[src/rtl/pidt_pkg.sv]
// ----------------------------------------------------------------------------
// pidt_pkg
// shared widths, codes and constants of the trapezoidal pid step
// ----------------------------------------------------------------------------
package pidt_pkg;

    // field widths
    localparam int DATA_W    = 32;
    localparam int LIMIT_W   = 31;
    localparam int IN_W      = 16;
    localparam int DT_W      = 16;
    localparam int ERR_W     = IN_W + 1;
    localparam int ACC_W     = 48;
    localparam int FRAC_BITS = 16;

    // shared multiplier and divider
    localparam int MUL_A_W   = 33;
    localparam int MUL_B_W   = 32;
    localparam int PROD_W    = 64;
    localparam int DIV_STEPS = 4;
    localparam int DIV_ITERS = PROD_W / DIV_STEPS;
    localparam int DIV_CNT_W = $clog2(DIV_ITERS);

    // scaling constants
    localparam int INTEG_DIV   = 2000;
    localparam int DERIV_SCALE = 1000;

    localparam logic signed [PROD_W-1:0] ACC_MAX = 64'sh0000_7FFF_FFFF_FFFF;
    localparam logic signed [PROD_W-1:0] ACC_MIN = 64'shFFFF_8000_0000_0000;
    localparam logic signed [PROD_W-1:0] OUT_MAX = 64'sh0000_0000_7FFF_FFFF;
    localparam logic signed [PROD_W-1:0] OUT_MIN = 64'shFFFF_FFFF_8000_0000;

    // operation codes
    localparam logic OP_STEP  = 1'b0;
    localparam logic OP_CLEAR = 1'b1;

    // register map
    localparam int CFG_IDX_W = 3;

    typedef enum logic [CFG_IDX_W-1:0] {
        CFG_PROP_GAIN   = 3'd0,
        CFG_INTEG_GAIN  = 3'd1,
        CFG_DERIV_GAIN  = 3'd2,
        CFG_INTEG_LIMIT = 3'd3,
        CFG_DRIVE_LIMIT = 3'd4,
        CFG_FEED_FWD    = 3'd5
    } t_cfg_idx;

endpackage

[src/rtl/pidt_mul.sv]
// ----------------------------------------------------------------------------
// pidt_mul
// shared unsigned multiplier with registered product
// ----------------------------------------------------------------------------
module pidt_mul (
    input  logic                           i_clk,
    input  logic                           i_en,
    input  logic [pidt_pkg::MUL_A_W-1:0]   i_a,
    input  logic [pidt_pkg::MUL_B_W-1:0]   i_b,
    output logic [pidt_pkg::PROD_W-1:0]    o_prod
);
    import pidt_pkg::*;

    logic [MUL_A_W+MUL_B_W-1:0] full_prod;
    logic [PROD_W-1:0]          r_prod;

    // operands are bounded so the product never exceeds 64 bits
    assign full_prod = i_a * i_b;

    always_ff @(posedge i_clk) begin
        if (i_en) begin
            r_prod <= full_prod[PROD_W-1:0];
        end
    end

    assign o_prod = r_prod;
endmodule

[config.mk]
export PLATFORM = sky130hd
export DESIGN_NAME = pidt_mul
export DESIGN_NICKNAME = d
export VERILOG_FILES = /design/src/rtl/pidt_pkg.sv /design/src/rtl/pidt_mul.sv
export SDC_FILE = /design/constraint.sdc
export NUM_CORES = 2
export LEC_CHECK = 0
export BUFFER_PORTS_ARGS = -buffer_cell sky130_fd_sc_hd__buf_2
export CAP_MARGIN = 30
export CORE_AREA = 4 4 366 404
export DETAILED_ROUTE_END_ITERATION = 8
export DIE_AREA = 0 0 370 408
export PLACE_DENSITY = 0.38
export SYNTH_ARGS = -nofsm -noshare
export SYNTH_HDL_FRONTEND = slang
export SYNTH_SLANG_ARGS = --single-unit
[constraint.sdc]
create_clock -name i_clk -period 18.2 [get_ports i_clk]
set_clock_uncertainty 0.1 [all_clocks]
set_input_delay 3.64 -clock i_clk [delete_from_list [all_inputs] [get_ports i_clk]]
set_output_delay 3.64 -clock i_clk [all_outputs]
set_load 0.05 [all_outputs]
# --- After elaboration in Yosys (flattened, before gate mapping) ---
# Cells that the tools add are included.
totals:
  inputBits: 67
  ff_bits: 64
  output_inout_bits: 64
  wordCells: 2
op_classes:
  multipliers: 1
ops:
  columns: ["cell", "n"]
  rows:
  - ["33-bit by 32-bit multiplier with 64-bit output", 1]

# --- Longest topological paths before layout ---
depth:
  depth_word: 1
  ltp_mapped: 28
  depth_no_buf: 26

# --- Least setup slack after synthesis ---
# No wires, ideal clock.
synth_path:
  kind: "input port to flip-flop"
  startpoint: "input i_b[8] in the netlist's numbering"
  endpoint: "register r_prod[57] (netlist: o_prod[57]), data pin"
  setup_slack_ps: 7803
  t_required_ps: 17842
  setup_time_ps: 258
  n_path_buf: 2
  stages: 24
  arrival_ps: 10039
  path_cell_list: "clkbuf_1 -> nand2_1 -> fa_1 -> fa_1 -> fa_1 -> fa_1 -> fa_1 -> inv_1 -> fa_1 -> fa_1 -> inv_1 -> fa_1 -> inv_1 -> ha_1 -> clkbuf_1 -> a211oi_1 -> o21ai_0 -> a22oi_1 -> a21oi_1 -> nand2_1 -> a211o_2 -> o22ai_1 -> a31oi_1 -> xnor2_1"
synth_via:
  elab_chain_len: 1
synth_lines:
  columns: ["element", "line", "rtl"]
  rows:
  - ["start, declared", "pidt_mul.sv:9", "input logic [pidt_pkg::MUL_B_W-1:0] i_b,"]
  - ["33-bit by 32-bit multiplier with 64-bit output", "pidt_mul.sv:18", "assign full_prod = i_a * i_b;"]
  - ["via full_prod[57]", "pidt_mul.sv:14", "logic [MUL_A_W+MUL_B_W-1:0] full_prod;"]
  - ["end signal, assigned", "pidt_mul.sv:22", "r_prod <= full_prod[PROD_W-1:0];"]
  - ["end, declared", "pidt_mul.sv:15", "logic [PROD_W-1:0] r_prod;"]
# The timed path passes the listed nets, and every way through them passes these cells.
# A chain may end at the register's enable or synchronous reset.

# --- Worst setup path in the final report ---
layout_path:
  startpoint: "input i_b[10] in the netlist's numbering"
  endpoint: "register r_prod[61] (netlist: o_prod[61]), data pin"
# Same word-level chain as after synthesis.

==> results.json <==
{
  "status": "complete, no violations",
  "hold_path.class": "primary input to flip-flop",
  "synth_area_leaders": "fa_1 52%, inv_1 9.6%, ha_1 9.0%",
  "critPathMaxStageDelay_ps": 670,
  "cts.sinks": 64,
  "critPathRequiredTime_ps": 18230,
  "grt_pass1_vias": 28700,
  "worst_setup_path_end_kind": "flip-flop",
  "die_h_um": 408,
  "cts_made_buffers": 9,
  "post_synth.cell_area_avg_um2": 9.33,
  "mappedNetlistArea_um2": 35800,
  "port_buffers": 130,
  "synthMuxAreaShare_pct": 0,
  "synthArstFlopShare_pct": 0,
  "worstSetupPathType": "primary input to flip-flop",
  "synthToLayoutAreaGrowth_pct": 7.90,
  "max_freq_mhz": 88.3,
  "slew_headroom_pct": 29.6,
  "floorplan.die_area_um2": 151000,
  "synth_xor_xnor_area_share_pct": 1.62,
  "synth_edf_count": 64,
  "syn-num-nets": 5082,
  "ys.flop_type": "edfxtp_1",
  "synth_top_family_by_area": "adder cells",
  "antenna_found_initial": 13,
  "setup-violations-final": 0,
  "die_w_um": 370,
  "std_cell_rows": 146,
  "critical_path.most_common_cell": "fa_1",
  "path_clk_slew_ps": 70,
  "globalplace.congestion": 0.798,
  "cts_buffer_depth": 2,
  "drc": 0,
  "drt-initial-drc-count": 877,
  "core-area_um2": 144000,
  "rsz0062_at_grt": "no",
  "dr.pass1.iters": 5,
  "ys_top_cells_by_count": "925 x fa_1, 913 x inv_1, 593 x nand2_1",
  "vias": 25000,
  "hpwl_mm": 92.1,
  "startpoint_type": "primary input",
  "cp_max_fo": 33,
  "synth_top_area_share_pct": 51.8,
  "cts_tree": "yes",
  "synth.distinct_cells": 62,
  "critPathSlowestCell": "buf_2",
  "synth-compound-area-share_pct": 3.74,
  "synth.most_common_cell": "fa_1",
  "wl_per_cell_um": 20.7,
  "finalMaxSlewViolations": 0,
  "final_layout_size_suffix_gt1_share_pct": 5.07,
  "h-tree-depth": 3,
  "seq_area_frac_synth_pct": 5.37,
  "overflow": 0,
  "synthSimpleGateAreaFrac_pct": 16.6,
  "via_per_inst": 4.37,
  "largest_reg_flops": 64,
  "detail-route-antenna-nets": 0,
  "nets": 5034,
  "synth_top_area_cell": "fa_1",
  "start_util_pct": 24.9,
  "cts_hold_buf": 0,
  "drt_wl_total_mm": 119,
  "cap_viol_max_count": 0,
  "cp_cell_sequence": "buf_2 -> nand2_1 -> fa_1 -> fa_1 -> fa_1 -> fa_1 -> inv_1 -> fa_1 -> fa_1 -> fa_1 -> fa_1 -> ha_1 -> o21ai_0 -> o21ai_0 -> a22oi_1 -> a21oi_1 -> nand2_1 -> a211o_2 -> o22ai_1 -> a221oi_1 -> xnor2_1",
  "tns_ps": 0,
  "hold_viol": 0,
  "cts_setup_buffers": 0,
  "tightest_slew_ps": 1060,
  "post-route-period-util_pct": 62.2,
  "synth_warnings": 0,
  "fill_cells": 15700,
  "num_io_pins": 131,
  "cts-resized-gates": 0,
  "synthAdderAreaFrac_pct": 60.8,
  "track_usage_pct": 16.1,
  "period_minus_slack_ps": 11320,
  "arrival_ps": 11360,
  "synth-seq-cells": 64,
  "grt_max_degree": 49,
  "grt_pass1_wl_mm": 182,
  "netlist_instances": 3832,
  "cts_root_buf": "clkbuf_16"
}
==> final timing paths <==
kind	start	end	slack, ps	cells past startpoint
setup / recovery	i_b[10]	o_prod[61]$_DFFE_PP_	6880	21
hold / removal	i_en	o_prod[47]$_DFFE_PP_	3570	1
==> cell type report <==
| type | count | area (um^2) | area share, % |
|---|---|---|---|
| Clock buffer | 9 | 225 | 0.584 |
| Timing Repair Buffer | 157 | 881 | 2.28 |
| Multi-Input combinational cell | 2639 | 29600 | 76.7 |
| Sequential cell | 64 | 1920 | 4.98 |
| Antenna cell | 7 | 17.5 | 0.0454 |
| Tap cell | 1924 | 2410 | 6.24 |
| Inverter | 913 | 3430 | 8.88 |
| Clock inverter | 7 | 119 | 0.308 |
==> cells by family (layout without fill, tap and decap cells) <==
logic type,after synthesis,count (layout)
XOR/XNOR,66,66
adder cells (fa/ha/maj),1183,1183
flip-flops,64,64
buffers and inverters,1129,1086
AND/OR/NAND/NOR,1194,1194
other,0,7
AO/OA/AOI/OAI,196,196
==> cell usage in the layout, fill, tap and decap left out, types with 3 or more instances in the layout <==
| cell | n |
|---|---|
| bufinv_16 | 3 |
| a221o_1 | 3 |
| o21a_1 | 4 |
| nand2b_1 | 3 |
| a21oi_1 | 65 |
| buf_4 | 26 |
| clkbuf_16 | 9 |
| edfxtp_1 | 64 |
| fa_1 | 925 |
| nor3_1 | 10 |
| a211oi_1 | 7 |
| a221oi_1 | 3 |
| inv_1 | 913 |
| nor2_1 | 26 |
| ha_1 | 258 |
| nand4_1 | 16 |
| a31oi_1 | 6 |
| a21o_1 | 24 |
| and2_1 | 502 |
| nor3b_1 | 3 |
| buf_2 | 129 |
| o21bai_1 | 14 |
| nor2b_1 | 6 |
| xor2_1 | 22 |
| and3_1 | 11 |
| nand3_1 | 14 |
| a41oi_1 | 3 |
| diode_2 | 7 |
| xnor2_1 | 44 |
| o21ai_1 | 3 |
| nand2_1 | 593 |
| o21ai_0 | 34 |
==> critical path, delay by kind of cell <==
kind	cells	cell delay, ps
compound gates	7	1780
xor+xnor	1	140
simple gates	2	370
fa+ha+maj	9	4580
buf+inv	2	770
==> layer usage <==
| metal | GRT usage [%] | up-vias | routed length, um |
|---|---|---|---|
| met5 | 0 | - | 0 |
| met4 | 3.61 | 0 | 3220 |
| met3 | 1.23 | 99 | 2870 |
| met2 | 32.3 | 411 | 68200 |
| met1 | 18.2 | 13500 | 44300 |
| li1 | - | 11000 | - |
==> stage by stage <==
step | setup slack, ps | area (um^2) | hold slack, ps | std cells | util [%]
finish | 6880 | 38600 | 3570 | 5720 | 26.9
global route | 6510 | 38600 | 3540 | 5713 | 26.9
CTS | 6920 | 38500 | 3520 | 5711 | 26.8
detailed placement | 6480 | 38200 | 3960 | 5695 | 26.6
global placement | 6520 | 38200 | 3960 | 5695 | 26.6
floorplan | 7800 | 35800 | 3650 | 3832 | -
Power is left out: the tool's default activity adds up to more than one toggle a clock period on the data nets, which glitch-free logic cannot reach.
