File: src/rtl/pidt_pkg.sv
// ----------------------------------------------------------------------------
// pidt_pkg
// shared widths, codes and constants of the trapezoidal pid step
// ----------------------------------------------------------------------------
package pidt_pkg;

    // field widths
    localparam int DATA_W    = 32;
    localparam int LIMIT_W   = 31;
    localparam int IN_W      = 16;
    localparam int DT_W      = 16;
    localparam int ERR_W     = IN_W + 1;
    localparam int ACC_W     = 48;
    localparam int FRAC_BITS = 16;

    // shared multiplier and divider
    localparam int MUL_A_W   = 33;
    localparam int MUL_B_W   = 32;
    localparam int PROD_W    = 64;
    localparam int DIV_STEPS = 4;
    localparam int DIV_ITERS = PROD_W / DIV_STEPS;
    localparam int DIV_CNT_W = $clog2(DIV_ITERS);

    // scaling constants
    localparam int INTEG_DIV   = 2000;
    localparam int DERIV_SCALE = 1000;

    localparam logic signed [PROD_W-1:0] ACC_MAX = 64'sh0000_7FFF_FFFF_FFFF;
    localparam logic signed [PROD_W-1:0] ACC_MIN = 64'shFFFF_8000_0000_0000;
    localparam logic signed [PROD_W-1:0] OUT_MAX = 64'sh0000_0000_7FFF_FFFF;
    localparam logic signed [PROD_W-1:0] OUT_MIN = 64'shFFFF_FFFF_8000_0000;

    // operation codes
    localparam logic OP_STEP  = 1'b0;
    localparam logic OP_CLEAR = 1'b1;

    // register map
    localparam int CFG_IDX_W = 3;

    typedef enum logic [CFG_IDX_W-1:0] {
        CFG_PROP_GAIN   = 3'd0,
        CFG_INTEG_GAIN  = 3'd1,
        CFG_DERIV_GAIN  = 3'd2,
        CFG_INTEG_LIMIT = 3'd3,
        CFG_DRIVE_LIMIT = 3'd4,
        CFG_FEED_FWD    = 3'd5
    } t_cfg_idx;

endpackage

File: src/rtl/pidt_div.sv
// ----------------------------------------------------------------------------
// pidt_div
// iterative unsigned divider, 64-bit dividend by 16-bit divisor, 4 bits a cycle
// ----------------------------------------------------------------------------
module pidt_div (
    input  logic                          i_clk,
    input  logic                          i_rst_n,
    input  logic                          i_start,
    input  logic [pidt_pkg::PROD_W-1:0]   i_dividend,
    input  logic [pidt_pkg::DT_W-1:0]     i_divisor,
    output logic                          o_done,
    output logic [pidt_pkg::PROD_W-1:0]   o_quotient
);
    import pidt_pkg::*;

    logic [PROD_W-1:0]    r_quo;
    logic [DT_W-1:0]      r_rem;
    logic [DT_W-1:0]      r_dvs;
    logic [DIV_CNT_W-1:0] r_cnt;
    logic                 r_busy;
    logic                 r_done;

    logic [PROD_W-1:0]    n_quo;
    logic [DT_W-1:0]      n_rem;
    logic [DT_W:0]        trial;
    logic [DT_W:0]        trial_sub;

    // restoring steps: dividend bits shift out the top, quotient bits in the bottom
    always_comb begin
        n_quo     = r_quo;
        n_rem     = r_rem;
        trial     = '0;
        trial_sub = '0;
        for (int k = 0; k < DIV_STEPS; k++) begin
            trial     = {n_rem, n_quo[PROD_W-1]};
            trial_sub = trial - {1'b0, r_dvs};
            n_quo     = {n_quo[PROD_W-2:0], 1'b0};
            if (trial >= {1'b0, r_dvs}) begin
                n_rem    = trial_sub[DT_W-1:0];
                n_quo[0] = 1'b1;
            end else begin
                n_rem    = trial[DT_W-1:0];
            end
        end
    end

    always_ff @(posedge i_clk) begin
        if (!i_rst_n) begin
            r_busy <= 1'b0;
            r_done <= 1'b0;
        end else if (i_start) begin
            r_busy <= 1'b1;
            r_done <= 1'b0;
        end else if (r_busy && r_cnt == '0) begin
            r_busy <= 1'b0;
            r_done <= 1'b1;
        end
    end

    always_ff @(posedge i_clk) begin
        if (i_start) begin
            r_quo <= i_dividend;
            r_rem <= '0;
            r_dvs <= i_divisor;
            r_cnt <= DIV_CNT_W'(DIV_ITERS - 1);
        end else if (r_busy) begin
            r_quo <= n_quo;
            r_rem <= n_rem;
            r_cnt <= r_cnt - 1'b1;
        end
    end

    assign o_done     = r_done;
    assign o_quotient = r_quo;
endmodule

File: config.mk
export PLATFORM = sky130hd
export DESIGN_NAME = pidt_div
export DESIGN_NICKNAME = d
export VERILOG_FILES = /design/src/rtl/pidt_pkg.sv /design/src/rtl/pidt_div.sv
export SDC_FILE = /design/constraint.sdc
export NUM_CORES = 1
export LEC_CHECK = 0
export BUFFER_PORTS_ARGS = -buffer_cell sky130_fd_sc_hd__buf_2
export CAP_MARGIN = 20
export CORE_MARGIN = 2
export CORE_UTILIZATION = 51
export CTS_BUF_LIST = sky130_fd_sc_hd__clkbuf_8 sky130_fd_sc_hd__clkbuf_16
export CTS_CLUSTER_SIZE = 20
export DETAILED_ROUTE_END_ITERATION = 8
export PLACE_DENSITY = 0.79
export SLEW_MARGIN = 15
export SYNTH_ARGS = -nofsm -noshare
export SYNTH_HDL_FRONTEND = slang
export SYNTH_SLANG_ARGS = --single-unit
File: constraint.sdc
create_clock -name i_clk -period 10.3 [get_ports i_clk]
set_input_delay 2.06 -clock i_clk [delete_from_list [all_inputs] [get_ports i_clk]]
set_output_delay 2.06 -clock i_clk [all_outputs]
set_load 0.05 [all_outputs]
Word level (Yosys, flattened, before mapping)
Cells that the tools add are included.
{"block": "word_totals", "regBits": 102, "latchBits": 0, "ram_bits": 0, "mem_bits_ro": 0, "inputBits": 83, "output_inout_bits": 65, "word_cells": 33, "memories": 0}
{"block": "op_classes", "n_addsub": 5, "multipliers": 0, "div": 0, "n_lt_le_gt_ge": 4, "n_eq_ne": 0, "n_shift": 0, "muxes": 12, "n_bitwise": 1, "reduce_logical": 5}
{"operator": "$mux 64", "count": 2}
{"operator": "$ge 17x16->1", "count": 4}
{"operator": "$mux 16", "count": 4}
{"operator": "$sub 16x16->16", "count": 4}
{"operator": "$mux 1", "count": 6}
{"operator": "$logic_not 4->1", "count": 1}
{"operator": "$reduce_bool 2->1", "count": 2}
{"operator": "$sub 4x1->4 const B", "count": 1}
{"operator": "$reduce_or 2->1", "count": 1}
{"operator": "$logic_and 1x1->1", "count": 1}
{"operator": "$not 1->1", "count": 1}

Logic depth before layout (Yosys ltp)
{"block": "depth", "word_depth": 10, "mapped_depth": 49, "ltp_nobuf": 43}

Least setup slack after synthesis
No wires, ideal clock.
{"block": "synth_path", "kind": "register to register", "start": "register r_dvs[1]", "end": "register r_quo[0], in the netlist o_quotient[0], data pin", "setup_time_ns": 0.260, "t_arrival_ns": 9.889, "t_required_ns": 10.040, "path_slack_ns": 0.151, "stages_incl_launch_ff": 47, "path_buffers": 7, "synth_period_minus_slack_ns": 10.149, "cell_sequence": "edfxtp_1 > inv_1 > ha_1 > and3_1 > nand3_2 > nor4_1 > a2111o_1 > nor2_2 > clkbuf_1 > mux2_2 > ha_1 > clkbuf_1 > a21oi_1 > nor3_1 > or3_1 > a31oi_1 > o21ai_1 > and2_1 > [11 not listed] > o21ai_1 > clkinv_1 > o21ai_0 > nand3_2 > buf_2 > a21oi_1 > ha_1 > nor2b_1 > o21ai_0 > a21boi_0 > o21ai_0 > a21boi_0 > o31ai_1 > nand2_1 > a311o_1 > a31o_4 > buf_6 > mux2_2"}
{"block": "synth_between", "elab_chain_len": 10, "word_cells_on_any_way": 13, "classes_between": "add/sub: 3; order compare: 4; mux: 6"}
{"element": "start, declared", "line": "pidt_div.sv:18", "text": "logic [DT_W-1:0] r_dvs;"}
{"element": "start signal, assigned", "line": "pidt_div.sv:64", "text": "r_dvs <= i_divisor;"}
{"element": "$sub 16x16->16 or $ge 17x16->1 (tied branches)", "line": "pidt_div.sv:36, pidt_div.sv:38"}
{"element": "$mux 16", "line": "pidt_div.sv:38", "text": "if (trial >= {1'b0, r_dvs}) begin"}
{"element": "$sub 16x16->16 or $ge 17x16->1 (tied branches)", "line": "pidt_div.sv:36, pidt_div.sv:38"}
{"element": "$mux 16", "line": "pidt_div.sv:38"}
{"element": "$sub 16x16->16 or $ge 17x16->1 (tied branches)", "line": "pidt_div.sv:36, pidt_div.sv:38"}
{"element": "$mux 16", "line": "pidt_div.sv:38"}
{"element": "$ge 17x16->1 (*)", "line": "pidt_div.sv:38"}
{"element": "$mux 1 (*)", "line": "pidt_div.sv:38"}
{"element": "$mux 64 (*)", "line": "pidt_div.sv:66", "text": "end else if (r_busy) begin"}
{"element": "$mux 64 (*)", "line": "pidt_div.sv:61", "text": "if (i_start) begin"}
{"element": "end signal, assigned", "line": "pidt_div.sv:62", "text": "r_quo <= i_dividend;"}
{"element": "end signal, assigned", "line": "pidt_div.sv:67", "text": "r_quo <= n_quo;"}
{"element": "end, declared", "line": "pidt_div.sv:16", "text": "logic [PROD_W-1:0] r_quo;"}
Every way passes the cells marked *; elsewhere a longest branch is shown, timed or not. The select of a mux whose other input is x is not followed.
A chain may end at the register's enable or synchronous reset.

Worst setup path after layout
{"block": "layout_path", "start": "register r_quo[63], in the netlist o_quotient[63]", "end": "register r_rem[1]"}
{"block": "layout_between", "elab_chain_len": 8, "word_cells_on_any_way": 12, "classes_between": "add/sub: 4; order compare: 4; mux: 4"}
{"element": "$sub 16x16->16 or $ge 17x16->1 (tied branches)", "line": "pidt_div.sv:36, pidt_div.sv:38"}
{"element": "$mux 16 (*)", "line": "pidt_div.sv:38"}
{"element": "$sub 16x16->16 or $ge 17x16->1 (tied branches)", "line": "pidt_div.sv:36, pidt_div.sv:38"}
{"element": "$mux 16 (*)", "line": "pidt_div.sv:38"}
{"element": "$ge 17x16->1 or $sub 16x16->16 (tied branches)", "line": "pidt_div.sv:38, pidt_div.sv:36"}
{"element": "$mux 16 (*)", "line": "pidt_div.sv:38"}
{"element": "$sub 16x16->16 or $ge 17x16->1 (tied branches)", "line": "pidt_div.sv:36, pidt_div.sv:38"}
{"element": "$mux 16 (*)", "line": "pidt_div.sv:38"}
{"element": "end signal, assigned", "line": "pidt_div.sv:68", "text": "r_rem <= n_rem;"}
{"element": "end, declared", "line": "pidt_div.sv:17", "text": "logic [DT_W-1:0] r_rem;"}
Every way passes the cells marked *; elsewhere a longest branch is shown, timed or not.

==> metrics.txt <==
# TYPE chip_impl_metric gauge
chip_impl_info{name="run_status",value="complete, no violations"} 1
chip_impl_metric{name="detailedRoute.firstPassIterationCount",unit=""} 5
chip_impl_metric{name="gp_routability_congestion",unit=""} 1.01
chip_impl_metric{name="floorplan.initialDensity",unit="%"} 52.1
chip_impl_metric{name="die_outline_area",unit="mm2"} 0.0158
chip_impl_metric{name="fmax",unit="GHz"} 0.102
chip_impl_info{name="yosys_most_used_dff",value="edfxtp_1"} 1
chip_impl_metric{name="final.min_clock_period",unit="ns"} 9.80
chip_impl_metric{name="syn_nets",unit=""} 886
chip_impl_metric{name="cts_htree_levels",unit=""} 3
chip_impl_info{name="timing.hold.worst.class",value="reg2reg"} 1
chip_impl_info{name="crit_path_class",value="reg2reg"} 1
chip_impl_metric{name="syn-mean-instance-area",unit="um2"} 10.3
chip_impl_metric{name="drv_cap",unit=""} 0
chip_impl_metric{name="wirelength",unit="mm"} 19.9
chip_impl_metric{name="post-dp-hpwl",unit="mm"} 15.4
chip_impl_metric{name="first_iter_violations",unit=""} 486
chip_impl_metric{name="clock-sinks",unit=""} 102
chip_impl_metric{name="grt_pass1_wl",unit="mm"} 31.5
chip_impl_info{name="worst_setup_path_start_kind",value="register"} 1
chip_impl_metric{name="nets",unit=""} 1036
chip_impl_metric{name="drcViolationCount",unit=""} 0
chip_impl_metric{name="antenna_cells",unit=""} 0
chip_impl_metric{name="final_setup_tns",unit="ns"} 0
chip_impl_metric{name="crit_path_max_incr_delay",unit="ns"} 0.47
chip_impl_metric{name="finalSetupViolCount",unit=""} 0
chip_impl_metric{name="synth-edff-count",unit=""} 80
chip_impl_metric{name="maximum_number_of_pins_on_one_net_before_global_route_repair",unit=""} 65
chip_impl_metric{name="design.core.area",unit="mm2"} 0.0145
chip_impl_metric{name="antenna_violations_before_repair",unit=""} 0
chip_impl_metric{name="yosysWarningCount",unit=""} 0
chip_impl_metric{name="synth.cell_area",unit="mm2"} 0.00757
chip_impl_metric{name="clock_path_buffers",unit=""} 2
chip_impl_info{name="cp_slowest_cell",value="or4_4"} 1
chip_impl_info{name="critical_path.top_delay_family",value="compound AO/OA/AOI/OAI gates"} 1
chip_impl_info{name="end_kind",value="register"} 1
chip_impl_metric{name="global_route.usage.total",unit="%"} 25.0
chip_impl_metric{name="top_level_ports",unit=""} 148
chip_impl_metric{name="clk-insertion-delay-late",unit="ns"} 0.35
chip_impl_metric{name="cp.buffers_inverters",unit=""} 6
chip_impl_info{name="path_common_cell",value="ha_1"} 1
chip_impl_metric{name="crit_required",unit="ns"} 10.54
chip_impl_metric{name="layout-drive-gt1-share",unit="%"} 31.6
chip_impl_metric{name="postSynth.asyncResetShare",unit="%"} 0
chip_impl_metric{name="dieWidth",unit="um"} 126
chip_impl_metric{name="worst-slew-pin-transition",unit="ns"} 0.812
chip_impl_metric{name="post_synth_inst_count",unit=""} 733
chip_impl_metric{name="final.setup_skew",unit="ns"} 0.00932
chip_impl_info{name="clock-root-buffer",value="clkbuf_16"} 1
chip_impl_metric{name="core.rowCount",unit=""} 44
chip_impl_metric{name="first_global_vias",unit=""} 6200
chip_impl_metric{name="worst-path-max-fanout",unit=""} 20
chip_impl_info{name="rsz0062_at_grt",value="no"} 1
chip_impl_metric{name="yosysSeqAreaShare",unit="%"} 37.5
chip_impl_metric{name="drtAntennaViolNets",unit=""} 0
chip_impl_metric{name="yosys.cell_types.count",unit=""} 71
chip_impl_info{name="tritoncts",value="built"} 1
chip_impl_metric{name="maxSlewViolCount",unit=""} 0
chip_impl_metric{name="worst_slew_margin_rel",unit="%"} 45.9
chip_impl_metric{name="io_buffer_count",unit=""} 147
chip_impl_metric{name="global_route.overflow_total",unit=""} 0
chip_impl_metric{name="hold_viol_final",unit=""} 0
chip_impl_metric{name="die_h",unit="um"} 126
chip_impl_metric{name="vias_per_cell",unit=""} 5.96
chip_impl_metric{name="worst-endpoint-arrival",unit="ns"} 10.04
chip_impl_metric{name="yosys_register_bits",unit=""} 102
chip_impl_metric{name="detailroute.via_count",unit=""} 6387
chip_impl_metric{name="final_min_period_over_clock_period",unit="%"} 95.2
chip_impl_metric{name="area_delta_synth_final",unit="%"} 17.6
chip_impl_metric{name="cts_inserted_buffers",unit=""} 9
chip_impl_metric{name="drt-wirelength-per-cell",unit="um"} 18.6
chip_impl_metric{name="clk_transition_reported_paths",unit="ns"} 0.07
cells by family after synthesis:
| kind of cell | Yosys count | share of synthesized area (%) |
|---|---|---|
| buf+inv | 70 | 3.63 |
| xor+xnor | 53 | 6.13 |
| mux | 86 | 12.7 |
| fa+ha+maj | 70 | 12.0 |
| flops | 102 | 37.5 |
| compound gates | 187 | 17.4 |
| simple gates | 165 | 10.6 |
Yosys cell counts, types with 4 or more instances:
master | n | area, um2
clkbuf_1 | 17 | 63.8
o21a_1 | 6 | 45.0
nand3_1 | 9 | 45.0
a32o_1 | 10 | 100
a31oi_1 | 5 | 31.3
mux2i_1 | 4 | 40.0
and2_1 | 5 | 31.3
inv_1 | 45 | 169
ha_1 | 66 | 826
fa_1 | 4 | 80.1
nor2b_1 | 8 | 50.1
buf_2 | 4 | 20.0
a21oi_1 | 55 | 275
a311oi_1 | 4 | 35.0
nor2_1 | 41 | 154
edfxtp_1 | 80 | 2400
nor3_1 | 16 | 80.1
xor2_1 | 25 | 219
dfxtp_1 | 22 | 440
xnor2_1 | 28 | 245
nand4_1 | 7 | 43.8
mux2_2 | 82 | 923
a21o_1 | 15 | 113
o21bai_1 | 8 | 60.1
o21ai_0 | 30 | 150
a31o_1 | 10 | 87.6
o21ai_1 | 4 | 20.0
and3_1 | 6 | 37.5
nand2_1 | 48 | 180
nand2b_1 | 11 | 68.8
flip-flops by register name, summed over array words and instances (netlist names):
register	flops
o_quotient	64
r_dvs	16
r_rem	16
r_cnt	4
o_done	1
r_busy	1
cells in the final DEF (no fill, tap or decap), types with 9 or more instances in the layout:
master and n:
mux2_2 82, a21oi_1 53, ha_1 66, inv_1 43, nand3_1 9, a32o_1 10
dfxtp_1 22, nor2_1 41, edfxtp_1 80, xor2_1 25, nand2b_1 11, buf_2 146
nor3_1 16, clkbuf_16 9, nand2_1 48, buf_4 17, o21ai_0 28, a31o_1 10
a21o_1 15, xnor2_1 28
worst paths after layout:
kind	from	to	slack, ns	depth (start not counted)
worst max register to register	o_quotient[63]	r_rem[1]	0.50	42
worst min register to register	r_cnt[1]	r_cnt[1]	0.51	2
worst min-delay path	r_cnt[1]	r_cnt[1]	0.51	2
worst max-delay path	o_quotient[63]	r_rem[1]	0.50	42
per-layer routing:
| layer | GRT usage [%] | share of wire [%] | vias to the layer above |
|---|---|---|---|
| li1 | - | - | 3041 |
| met1 | 33.7 | 43 | 3038 |
| met2 | 40.9 | 47 | 266 |
| met3 | 4.08 | 7.2 | 42 |
| met4 | 9.18 | 2.6 | 0 |
| met5 | 0 | 0 | - |
area by class of cell:
| cell class | count | area [um2] |
|---|---|---|
| tap | 184 | 230 |
| clock inverter | 6 | 91.3 |
| inverter | 46 | 173 |
| sequential | 102 | 2840 |
| timing repair buffer | 163 | 858 |
| multi-input combinational | 561 | 4490 |
| fill | 1192 | 5620 |
| clock buffer | 9 | 225 |
metrics by stage:
step / hold WS, ns / worst slack, ns / instances / area, um2 / util [%]
floorplan: 0.457 / 0.151 / 733 / 7570 / -
global placement: 0.490 / 0.570 / 1052 / 8530 / 58.7
detailed placement: 0.491 / 0.210 / 1052 / 8530 / 58.7
CTS: 0.512 / 0.0733 / 1067 / 8850 / 60.9
global route: 0.536 / 0.00775 / 1071 / 8910 / 61.3
finish: 0.512 / 0.495 / 1071 / 8910 / 61.3
repair_timing:
action	in CTS	in global routing
endpoints found under the setup margin	0	17
gates resized for setup	0	12
hold buffers	0	0
setup buffers	0	3
worst register-to-register path: cells and delay by family (launching register included):
kind | cells | cell delay [ns]
compound gates | 19 | 4.69
simple gates | 9 | 1.64
fa+ha+maj | 5 | 1.57
buf+inv | 6 | 0.70
mux | 2 | 0.55
flops | 1 | 0.43
xor+xnor | 1 | 0.11
Power is not shown: default switching activity piles up to over one toggle a cycle in this logic, so the estimate is an artifact.
